**config.mk**
```make
export PLATFORM = sky130hd
export DESIGN_NAME = brbuf_ctrl
export DESIGN_NICKNAME = d
export VERILOG_FILES = /design/src/hdl/brbuf_pkg.sv /design/src/hdl/brbuf_ctrl.sv
export SDC_FILE = /design/constraint.sdc
export NUM_CORES = 1
export LEC_CHECK = 0
export CORE_AREA = 8 8 45 47
export DETAILED_ROUTE_END_ITERATION = 16
export DIE_AREA = 0 0 53 55
export DONT_BUFFER_PORTS = 1
export SLEW_MARGIN = 20
export SYNTH_ARGS = -nofsm -noshare
export SYNTH_HDL_FRONTEND = slang
export SYNTH_SLANG_ARGS = --single-unit
```
**constraint.sdc**
```tcl
create_clock -name clk -period 3.09 [get_ports clk]
set_input_delay 0.309 -clock clk [delete_from_list [all_inputs] [get_ports clk]]
set_output_delay 0.309 -clock clk [all_outputs]
set_load 0.005 [all_outputs]
```
**src/hdl/brbuf_pkg.sv**
```systemverilog
// Shared types and constants for the byte ring buffer.
// No dependencies.
`default_nettype none

package brbuf_pkg;

	localparam int PW        = 11;   // position, count and capacity width
	localparam int DATA_W    = 8;
	localparam int AMT_W     = 12;
	localparam int CAP_RESET = 1024;

	typedef enum logic [1:0] {
		CMD_WRITE = 2'd0,
		CMD_READ  = 2'd1,
		CMD_MOVE  = 2'd2,
		CMD_QUERY = 2'd3
	} cmd_t;

	typedef enum logic [2:0] {
		ST_CLEAR,
		ST_IDLE,
		ST_MOVE,
		ST_RD_ADDR,
		ST_RD_DATA
	} state_t;

	typedef struct packed {
		logic clear_wr;
		logic do_write;
		logic do_query;
		logic load_burst;
		logic load_step;
		logic apply_step;
		logic rd_issue;
		logic rd_take;
	} dp_cmd_t;

	typedef struct packed {
		logic clear_done;
		logic burst_zero;
		logic burst_last;
		logic out_free;
	} dp_stat_t;

endpackage

`default_nettype wire

```
**src/hdl/brbuf_ctrl.sv**
```systemverilog
// Controller state machine: sequences clearing, commands and read bursts.
// Depends on brbuf_pkg.
`default_nettype none

module brbuf_ctrl import brbuf_pkg::*; (
	input  logic       clk,
	input  logic       arst_n,
	input  logic       in_valid,
	input  logic [1:0] command,
	output logic       in_stall,
	input  dp_stat_t   st,
	output dp_cmd_t    cmd
);

	state_t state_q, state_d;
	logic   accept;

	always_ff @(posedge clk or negedge arst_n) begin
		if (!arst_n) begin
			state_q <= ST_CLEAR;
		end else begin
			state_q <= state_d;
		end
	end

	always_comb begin
		state_d  = state_q;
		cmd      = '0;
		in_stall = !((state_q == ST_IDLE) && st.out_free);
		accept   = in_valid && !in_stall;
		case (state_q)
			ST_CLEAR: begin
				cmd.clear_wr = 1'b1;
				if (st.clear_done) begin
					state_d = ST_IDLE;
				end
			end
			ST_IDLE: begin
				if (accept) begin
					case (cmd_t'(command))
						CMD_WRITE: cmd.do_write = 1'b1;
						CMD_READ: begin
							cmd.load_burst = 1'b1;
							if (!st.burst_zero) begin
								state_d = ST_RD_ADDR;
							end
						end
						CMD_MOVE: begin
							cmd.load_step = 1'b1;
							state_d       = ST_MOVE;
						end
						CMD_QUERY: cmd.do_query = 1'b1;
						default: cmd.do_query = 1'b1;
					endcase
				end
			end
			ST_MOVE: begin
				if (st.out_free) begin
					cmd.apply_step = 1'b1;
					state_d        = ST_IDLE;
				end
			end
			ST_RD_ADDR: begin
				cmd.rd_issue = 1'b1;
				state_d      = ST_RD_DATA;
			end
			ST_RD_DATA: begin
				if (st.out_free) begin
					cmd.rd_take = 1'b1;
					state_d     = st.burst_last ? ST_IDLE : ST_RD_ADDR;
				end
			end
			default: state_d = ST_IDLE;
		endcase
	end

endmodule

`default_nettype wire

```
==> impl_metrics.env, run 1 <==
export IMPL_drt_iter0_markers=6
export IMPL_utilization_pct=25.4
export IMPL_clk_path_buf_depth=2
export IMPL_path_buf_inv=0
export IMPL_clock_sinks=3
export IMPL_whs_path_depth=1
export IMPL_whs_endpoint="state_q[2]$_DFFE_PN0P_"
export IMPL_insertion_delay_ns=0.23
export IMPL_die_x_um=53
export IMPL_slew_headroom_pct=73.5
export IMPL_status="finished clean"
export IMPL_synth_area_um2=328
export IMPL_dp_hpwl_um=675
export IMPL_gr_usage_all_layers_pct=6.07
export IMPL_worst_setup_path_type="reg2out"
export IMPL_min_period_ns=1.70
export IMPL_yosysSeqAreaShare_pct=22.9
export IMPL_r2r_slack_ns=1.80
export IMPL_largest_register="state_q"
export IMPL_hold_buffers=1
export IMPL_initial_core_util_pct=23.7
export IMPL_num_antenna_cells=0
export IMPL_slowest_stage="dfrtp_1"
export IMPL_path_max_fanout=11
export IMPL_max_freq_mhz=589
export IMPL_ys_ff_latch=3
export IMPL_hp_class="in2reg"
export IMPL_crit_chain="and4bb_2 -> nand2_1 -> nor3_1"
export IMPL_setup_viol=0
export IMPL_p_leak_nw=0.129
export IMPL_numPortBuffers=0
export IMPL_cts_root_buf="clkbuf_4"
export IMPL_die_y_um=55
export IMPL_rows=14
export IMPL_yosysUniqueCellTypes=25
export IMPL_worstPathRequired_ns=2.78
export IMPL_largest_register_ffs=3
export IMPL_htree_levels=1
export IMPL_yosysTopAreaCellShare_pct=22.9
export IMPL_wl_per_cell_um=14.5
export IMPL_worstMarginPinSlew_ns=0.393
export IMPL_grt_max_degree=12
export IMPL_core_mm2=0.00138
export IMPL_critPathCaptureType="primary output"
export IMPL_maxSlewViolCount=0
export IMPL_syn_num_nets=52
export IMPL_yosysWarningCount=0
export IMPL_rsz0062_at_grt="no"
export IMPL_yosys_area_top_type="dfrtp_1"
export IMPL_drv_cap=0
export IMPL_vias=324
export IMPL_r2r_start="state_q[2]$_DFFE_PN0P_"
export IMPL_reg2regPathDepth=4
export IMPL_ant_nets=0
export IMPL_startpoint="state_q[2]$_DFFE_PN0P_"
export IMPL_grt_pass1_wl_um=1300
export IMPL_dr_pass1_iters=4
export IMPL_gp_congestion=0.688
export IMPL_p_per_area_mw_per_mm2=841
export IMPL_peakVddDrop_v=0.000144
export IMPL_layout_drive_gt1_share_pct=15.9
export IMPL_post_cts_setup_buffers=0
export IMPL_drc=0
export IMPL_reg_top3="state_q x3"
export IMPL_post_drt_via_cell_ratio=5.40
export IMPL_area_delta_synth_final_pct=7.25
export IMPL_setup_tns_ns=0
export IMPL_cts_buffers=3
export IMPL_grt_ovfl_total=0
export IMPL_hold_viol=0
export IMPL_grt_pass1_vias=294
export IMPL_worst_clock_skew_ns=0.000999
export IMPL_layout_common_cells="nor2_1 (5), nor3_1 (5), nand2_1 (3), clkbuf_4 (3), dfrtp_1 (3)"
export IMPL_io_pins=18
export IMPL_r2r_end="state_q[1]$_DFFE_PN0P_"
export IMPL_min_from="st[0]"
export IMPL_cts_resized=0
export IMPL_cts_tree="yes"
export IMPL_nets=54
export IMPL_critPathLaunchType="flip-flop"
export IMPL_routed_wl_um=870
export IMPL_final_period_utilization_pct=54.9
export IMPL_syn_area_per_cell_um2=7.62
export IMPL_netlist_instances=43
export IMPL_dieArea_mm2=0.00292
export IMPL_synth_area_leaders="dfrtp_1 (23%), nor3_1 (7.6%), buf_6 (6.9%)"
export IMPL_max_stage_delay_ns=0.48
export IMPL_antenna_found_initial=0
export IMPL_path_delay_family="simple AND/OR/NAND/NOR gates"
export IMPL_arrival_ns=1.39
export IMPL_clkTransAtPathRegs_ns=0.04
-- kinds of logic (layout without fill, tap and decap cells) --
family,count (synthesis),after routing,share of synthesized area (%)
and+or+nand+nor,24,24,43.5
AOI/OAI and AO/OA,8,8,16.8
buffers and inverters,7,8,14.1
DFF,3,3,22.9
xor gates and xnor gates,1,1,2.67
-- report_power, final --
part	switching (mW)	internal, mW	total (mW)
clock network	0.0209	0.0484	0.0693
logic	0.0602	0.0644	0.125
registers	0.0459	0.0559	0.102
total	0.127	0.169	0.296
-- area by class of cell --
cell class	instances	area [um2]
Timing Repair Buffer	1	10.0
Inverter	3	13.8
Tap cell	16	20.0
Clock buffer	4	26.3
Multi-Input combinational cell	33	206
Sequential cell	3	75.1
Fill cell	158	1030
-- worst max-delay path by stage --
stage | cells after the start | slack [ns] | endpoint
6_report | 3 | 1.39 | cmd[6]
5_1_grt | 3 | 1.28 | cmd[6]
3_3_place_gp | 3 | 1.65 | cmd[6]
3_5_place_dp | 3 | 1.65 | cmd[4]
2_1_floorplan | 4 | 1.76 | cmd[4]
4_1_cts | 3 | 1.40 | cmd[4]
-- Yosys cell counts --
cell type	number
nor3_1	5
inv_1	2
buf_6	2
xnor2_1	1
nor4b_1	1
nor2_1	5
nor4_2	1
and2b_1	1
buf_2	2
inv_4	1
nand3_1	1
and4bb_2	1
o21ai_0	1
and2_2	1
and3_1	2
nand2_1	3
dfrtp_1	3
a211oi_1	1
o21a_1	1
nand4_1	1
a21oi_1	2
nand3b_1	2
a311oi_1	1
o22a_1	1
o21bai_1	1
-- per-layer routing --
layer,track usage [%],part of all wire [%],vias to the layer above
li1,-,-,157
met2,8.79,45,17
met1,6.86,44,148
met5,0,0,-
met4,6.47,2.0,0
met3,1.60,9.2,2
-- per-stage QoR --
step | std cells | hold WS, ns | setup slack, ns | power [mW] | area [um2]
finish | 60 | 0.172 | 1.39 | 0.296 | 352
global placement | 55 | 0.0135 | 1.65 | 0.225 | 315
global route | 60 | 0.167 | 1.28 | 0.329 | 352
CTS | 60 | 0.165 | 1.40 | 0.301 | 352
detailed placement | 55 | 0.0135 | 1.65 | 0.226 | 315
floorplan | 43 | 0.0134 | 1.76 | 0.225 | 328
Note: power is estimated with default switching activity, not from simulation.
==> run 2, diff against run 1 <==
==> constraint.sdc (replaced) <==
create_clock -name clk -period 1.4 [get_ports clk]
set_input_delay 0.14 -clock clk [delete_from_list [all_inputs] [get_ports clk]]
set_output_delay 0.14 -clock clk [all_outputs]
set_load 0.005 [all_outputs]
==> impl_metrics.env, run 2 (synthesis results as in run 1) <==
export IMPL_status="finished clean"
export IMPL_worst_clock_skew_ns=0.00702
export IMPL_total_power_mw=0.783
export IMPL_fill_cells=152
export IMPL_cts_root_buf="clkbuf_4"
export IMPL_reg_top3="state_q x3"
export IMPL_num_antenna_cells=0
export IMPL_cts_buffers=3
export IMPL_die_x_um=53
export IMPL_post_dp_cell_area_um2=323
export IMPL_utilization_pct=30.7
export IMPL_numPortBuffers=0
export IMPL_drt_iter0_markers=7
export IMPL_dieArea_mm2=0.00292
export IMPL_wl_per_cell_um=14.6
export IMPL_dp_cells=56
export IMPL_die_y_um=55
export IMPL_vias=339
export IMPL_startpoint="state_q[2]$_DFFE_PN0P_"
export IMPL_final_period_utilization_pct=98.6
export IMPL_instances_no_fill=67
export IMPL_clock_sinks=3
export IMPL_arrival_ns=1.24
export IMPL_drv_cap=0
export IMPL_peakVddDrop_v=0.000357
export IMPL_min_period_ns=1.38
export IMPL_dr_pass1_iters=2
export IMPL_worstMarginPinSlew_ns=0.396
export IMPL_io_pins=18
export IMPL_insertion_delay_ns=0.23
export IMPL_grt_ovfl_total=0
export IMPL_area_delta_synth_final_pct=29.4
export IMPL_hold_viol=0
export IMPL_nets=61
export IMPL_layout_drive_gt1_share_pct=35.3
export IMPL_slew_headroom_pct=73.2
export IMPL_rsz0062_at_grt="yes"
export IMPL_initial_core_util_pct=23.7
export IMPL_critPathLaunchType="flip-flop"
export IMPL_grt_max_degree=12
export IMPL_largest_register="state_q"
export IMPL_dp_hpwl_um=695
export IMPL_gr_usage_all_layers_pct=7.16
export IMPL_core_mm2=0.00138
export IMPL_maxSlewViolCount=0
export IMPL_rows=14
export IMPL_ant_nets=0
export IMPL_drc=0
export IMPL_path_max_fanout=5
export IMPL_final_common_cell="buf_4"
export IMPL_critPathCaptureType="primary output"
export IMPL_fin_area_um2=424
export IMPL_layout_common_cells="buf_4 (6), nor2_1 (5), nand2_1 (3), nor3_2 (3), clkbuf_4 (3)"
export IMPL_clk_path_buf_depth=2
export IMPL_post_drt_via_cell_ratio=5.06
export IMPL_p_leak_nw=0.166
export IMPL_antenna_found_initial=0
export IMPL_p_per_area_mw_per_mm2=1850
export IMPL_max_freq_mhz=725
export IMPL_grt_pass1_vias=321
export IMPL_gp_congestion=0.687
export IMPL_grt_pass1_wl_um=1560
export IMPL_hp_class="in2reg"
export IMPL_worstPathRequired_ns=1.26
export IMPL_worst_setup_path_type="reg2out"
export IMPL_multi_input_area_um2=221
export IMPL_routed_wl_um=980
export IMPL_register_area_um2=77.6
export IMPL_clkTransAtPathRegs_ns=0.04
export IMPL_r2r_start="state_q[2]$_DFFE_PN0P_"
export IMPL_cts_tree="yes"
export IMPL_htree_levels=1
export IMPL_setup_viol=0
export IMPL_min_from="st[0]"
export IMPL_largest_register_ffs=3
[run 2: changes by cell type in the layout (fill, tap and decap cells not counted)]
cell | previous run | this run
buf_4 | 0 | 6
nor3_1 | 5 | 2
nor3_2 | 0 | 3
dfrtp_1 | 3 | 1
dfrtp_2 | 0 | 2
dlygate4sd3_1 | 1 | 2
[run 2: repair_timing]
action,in CTS,in global routing
setup endpoints to repair,4,6
hold buffers,2,0
setup buffers,5,0
cloned,0,0
pin swaps,1,0
gates resized for setup,4,1
endpoints found under the hold margin,4,0
[run 2: per-layer routing]
metal  GRT usage (%)  vias up  part of all wire (%)  routed length [um]
met2            11.1       10                    51                 499
met3            2.94        0                   8.7                  85
li1                -      170                     -                   -
met5               0        -                     0                   0
met1            7.75      159                    40                 396
met4            5.17        0                     0                   0
[run 2: critical path: stages, from the launching register on]
cell      delay, ns
dfrtp_1        0.42
and4bb_2       0.34
nand2_1        0.10
nor3_2         0.15
[run 2: through the flow]
step	setup TNS (ns)	hold WS, ns	worst slack [ns]
floorplan	0	-0.156	0.239
global placement	0	-0.155	0.124
detailed placement	0	-0.155	0.108
CTS	0	0.0623	0.00728
global route	-0.228	0.0686	-0.0598
finish	0	0.0615	0.0201
[run 2: power breakdown]
| part | internal (mW) | switching (mW) |
|---|---|---|
| clock | 0.107 | 0.0458 |
| sequential | 0.129 | 0.0734 |
| combinational | 0.229 | 0.199 |
[run 2: worst paths after layout]
kind                                     endpoint  slack (ns)  cells after the start
max                                        cmd[6]        0.02                      3
min                        state_q[0]$_DFFE_PN0P_        0.06                      1
min reg2reg                state_q[2]$_DFFE_PN0P_        0.70                      2
max reg2reg                state_q[1]$_DFFE_PN0P_        0.13                      4
min in group asynchronous  state_q[2]$_DFFE_PN0P_        0.16                      1
max in group asynchronous  state_q[1]$_DFFE_PN0P_        1.08                      1
[run 2: area by class of cell]
type / count / area share, %
well taps: 16 / 4.72
clock buffers: 4 / 6.19
inverters: 3 / 3.24
repair buffers: 8 / 15.3
flip-flops and latches: 3 / 18.3
multi-input cells: 33 / 52.2
==> run 3, diff against run 2 <==
--- a/config.mk
+++ b/config.mk
@@ -5,6 +5,7 @@
 export SDC_FILE = /design/constraint.sdc
 export NUM_CORES = 1
 export LEC_CHECK = 0
+export ABC_AREA = 1
 export CORE_AREA = 8 8 45 47
 export DETAILED_ROUTE_END_ITERATION = 16
 export DIE_AREA = 0 0 53 55
==> impl_metrics.env, run 3 <==
export IMPL_largest_register="state_q"
export IMPL_min_period_ns=1.36
export IMPL_post_drt_via_cell_ratio=4.72
export IMPL_synth_fa_ha_area_share_pct=0
export IMPL_synth_compound_area_share_pct=4.13
export IMPL_r2r_start="state_q[1]$_DFFE_PN0P_"
export IMPL_nets=63
export IMPL_initial_core_util_pct=19.7
export IMPL_grt_pass1_vias=339
export IMPL_path_buf_inv=0
export IMPL_worstPathRequired_ns=1.26
export IMPL_reg_top3="state_q x3"
export IMPL_dp_hpwl_um=646
export IMPL_setup_viol=0
export IMPL_dp_cells=64
export IMPL_io_pins=18
export IMPL_cts_tree="yes"
export IMPL_ant_nets=0
export IMPL_worst_setup_path_type="reg2out"
export IMPL_synthSimpleGateAreaFrac_pct=58.7
export IMPL_die_y_um=55
export IMPL_synth_area_um2=273
export IMPL_die_x_um=53
export IMPL_path_delay_family="simple AND/OR/NAND/NOR gates"
export IMPL_worst_clock_skew_ns=0.000536
export IMPL_yosysSeqAreaShare_pct=27.5
export IMPL_p_leak_nw=0.171
export IMPL_fill_cells=162
export IMPL_area_delta_synth_final_pct=31.2
export IMPL_layout_drive_gt1_share_pct=24.5
export IMPL_instances_no_fill=69
export IMPL_yosysWarningCount=0
export IMPL_async_reset_ff_share_pct=100
export IMPL_preCtsSetupSlack_ns=0.173
export IMPL_dieArea_mm2=0.00292
export IMPL_synth_top_family_by_area="simple AND/OR/NAND/NOR gates"
export IMPL_insertion_delay_ns=0.23
export IMPL_total_power_mw=0.722
export IMPL_gp_congestion=0.732
export IMPL_post_dp_cell_area_um2=300
export IMPL_cts_buffers=3
export IMPL_status="finished clean"
export IMPL_grt_ovfl_total=0
export IMPL_ys_ff_latch=3
export IMPL_register_area_um2=76.3
export IMPL_crit_chain="nand2_2 -> nor2_2 -> nand3_2 -> nor3_2"
export IMPL_yosys_area_top_type="dfrtp_1"
export IMPL_yosysTopAreaCellShare_pct=27.5
export IMPL_yosysUniqueCellTypes=13
export IMPL_synth_xor_area_share_pct=0
export IMPL_routed_wl_um=811
export IMPL_p_per_area_mw_per_mm2=2020
export IMPL_path_max_fanout=6
export IMPL_grt_pass1_wl_um=1220
export IMPL_antenna_found_initial=0
export IMPL_clock_sinks=3
export IMPL_grt_max_degree=7
export IMPL_utilization_pct=25.9
export IMPL_layout_common_cells="nand2_1 (9), nor2_1 (8), nand3_1 (8)"
export IMPL_syn_num_nets=56
export IMPL_core_mm2=0.00138
export IMPL_critPathCaptureType="primary output"
export IMPL_startpoint="state_q[0]$_DFFE_PN0P_"
export IMPL_dr_pass1_iters=2
export IMPL_rows=14
export IMPL_post_cts_setup_buffers=0
export IMPL_netlist_instances=47
export IMPL_maxSlewViolCount=0
export IMPL_worstMarginPinSlew_ns=0.377
export IMPL_whs_ns=0.137
export IMPL_synth_area_leaders="dfrtp_1 (28%), nand3_1 (17%), nand2_1 (12%)"
export IMPL_largest_register_ffs=3
export IMPL_vias=326
export IMPL_num_antenna_cells=0
export IMPL_htree_levels=1
export IMPL_multi_input_area_um2=191
export IMPL_peakVddDrop_v=0.000739
export IMPL_wl_per_cell_um=11.8
export IMPL_max_stage_delay_ns=0.41
export IMPL_numPortBuffers=0
export IMPL_critPathLaunchType="flip-flop"
export IMPL_clk_path_buf_depth=2
export IMPL_hold_viol=0
export IMPL_drc=0
export IMPL_slew_headroom_pct=74.6
export IMPL_gr_usage_all_layers_pct=5.91
export IMPL_setup_tns_ns=0
export IMPL_slowest_stage="dfrtp_2"
export IMPL_hp_class="in2reg"
export IMPL_ys_flop_type="dfrtp_1"
export IMPL_fin_area_um2=358
export IMPL_max_freq_mhz=735
export IMPL_arrival_ns=1.22
export IMPL_clkTransAtPathRegs_ns=0.04
export IMPL_cts_root_buf="clkbuf_4"
export IMPL_rsz0062_at_grt="yes"
export IMPL_syn_area_per_cell_um2=5.80
export IMPL_min_from="st[1]"
export IMPL_setup_ws_ns=0.0393
export IMPL_final_period_utilization_pct=97.2
export IMPL_synth_edf_count=0
export IMPL_drt_iter0_markers=3
export IMPL_final_common_cell="nand2_1"
export IMPL_drv_cap=0
export IMPL_synth_common_cells="nand2_1 (9), nand3_1 (9), nor2_1 (8)"
export IMPL_synth_mux_area_share_pct=0
[run 3: cell count changes after synthesis, sizes merged, moves of 2 or more]
cell	previous run	this run
and3	2	0
nand2	3	10
a21oi	2	0
nor2	5	10
nand3	1	9
nand3b	2	0
buf	4	0
inv	3	7
[run 3: kinds of logic after synthesis]
family / count (synthesis)
compound gates: 2
flops: 3
simple gates: 35
buf+inv: 7
[run 3: what timing repair did]
item,CTS,global route
cloned,0,0
resized for setup,5,0
hold buffers,1,0
endpoints found under the setup margin,4,6
endpoints found under the hold margin,3,0
[run 3: power by group]
part           internal (mW)  switching, mW  total [mW]
Clock                  0.107         0.0449       0.152
Combinational          0.139          0.252       0.392
Sequential             0.128         0.0506       0.179
Total                  0.374          0.348       0.722
[run 3: layout make-up]
type                    instances  area share, %
well taps                      16           5.59
inverters                       7           7.34
flip-flops and latches          3           21.3
clock buffers                   4           7.34
multi-input cells              37           53.5
repair buffers                  2           4.90
[run 3: worst min-delay path, delay by kind of cell]
kind            cells  cell delay, ns
simple gates        2            0.12
compound gates      1            0.06
[run 3: final timing paths]
path / endpoint / slack, ns / depth (start not counted)
worst max register to register: state_q[0]$_DFFE_PN0P_ / 0.15 / 8
worst min-delay path: state_q[1]$_DFFE_PN0P_ / 0.14 / 3
max in group asynchronous: state_q[0]$_DFFE_PN0P_ / 1.08 / 1
min in group asynchronous: state_q[1]$_DFFE_PN0P_ / 0.16 / 1
worst min register to register: state_q[0]$_DFFE_PN0P_ / 0.57 / 2
worst max-delay path: cmd[5] / 0.04 / 4
[run 3: routing by layer]
metal  global-route usage [%]  part of all wire, %
met4                     7.76                  1.7
met1                     5.35                   43
met5                        0                    0
met2                     8.79                   46
met3                     2.67                  9.2
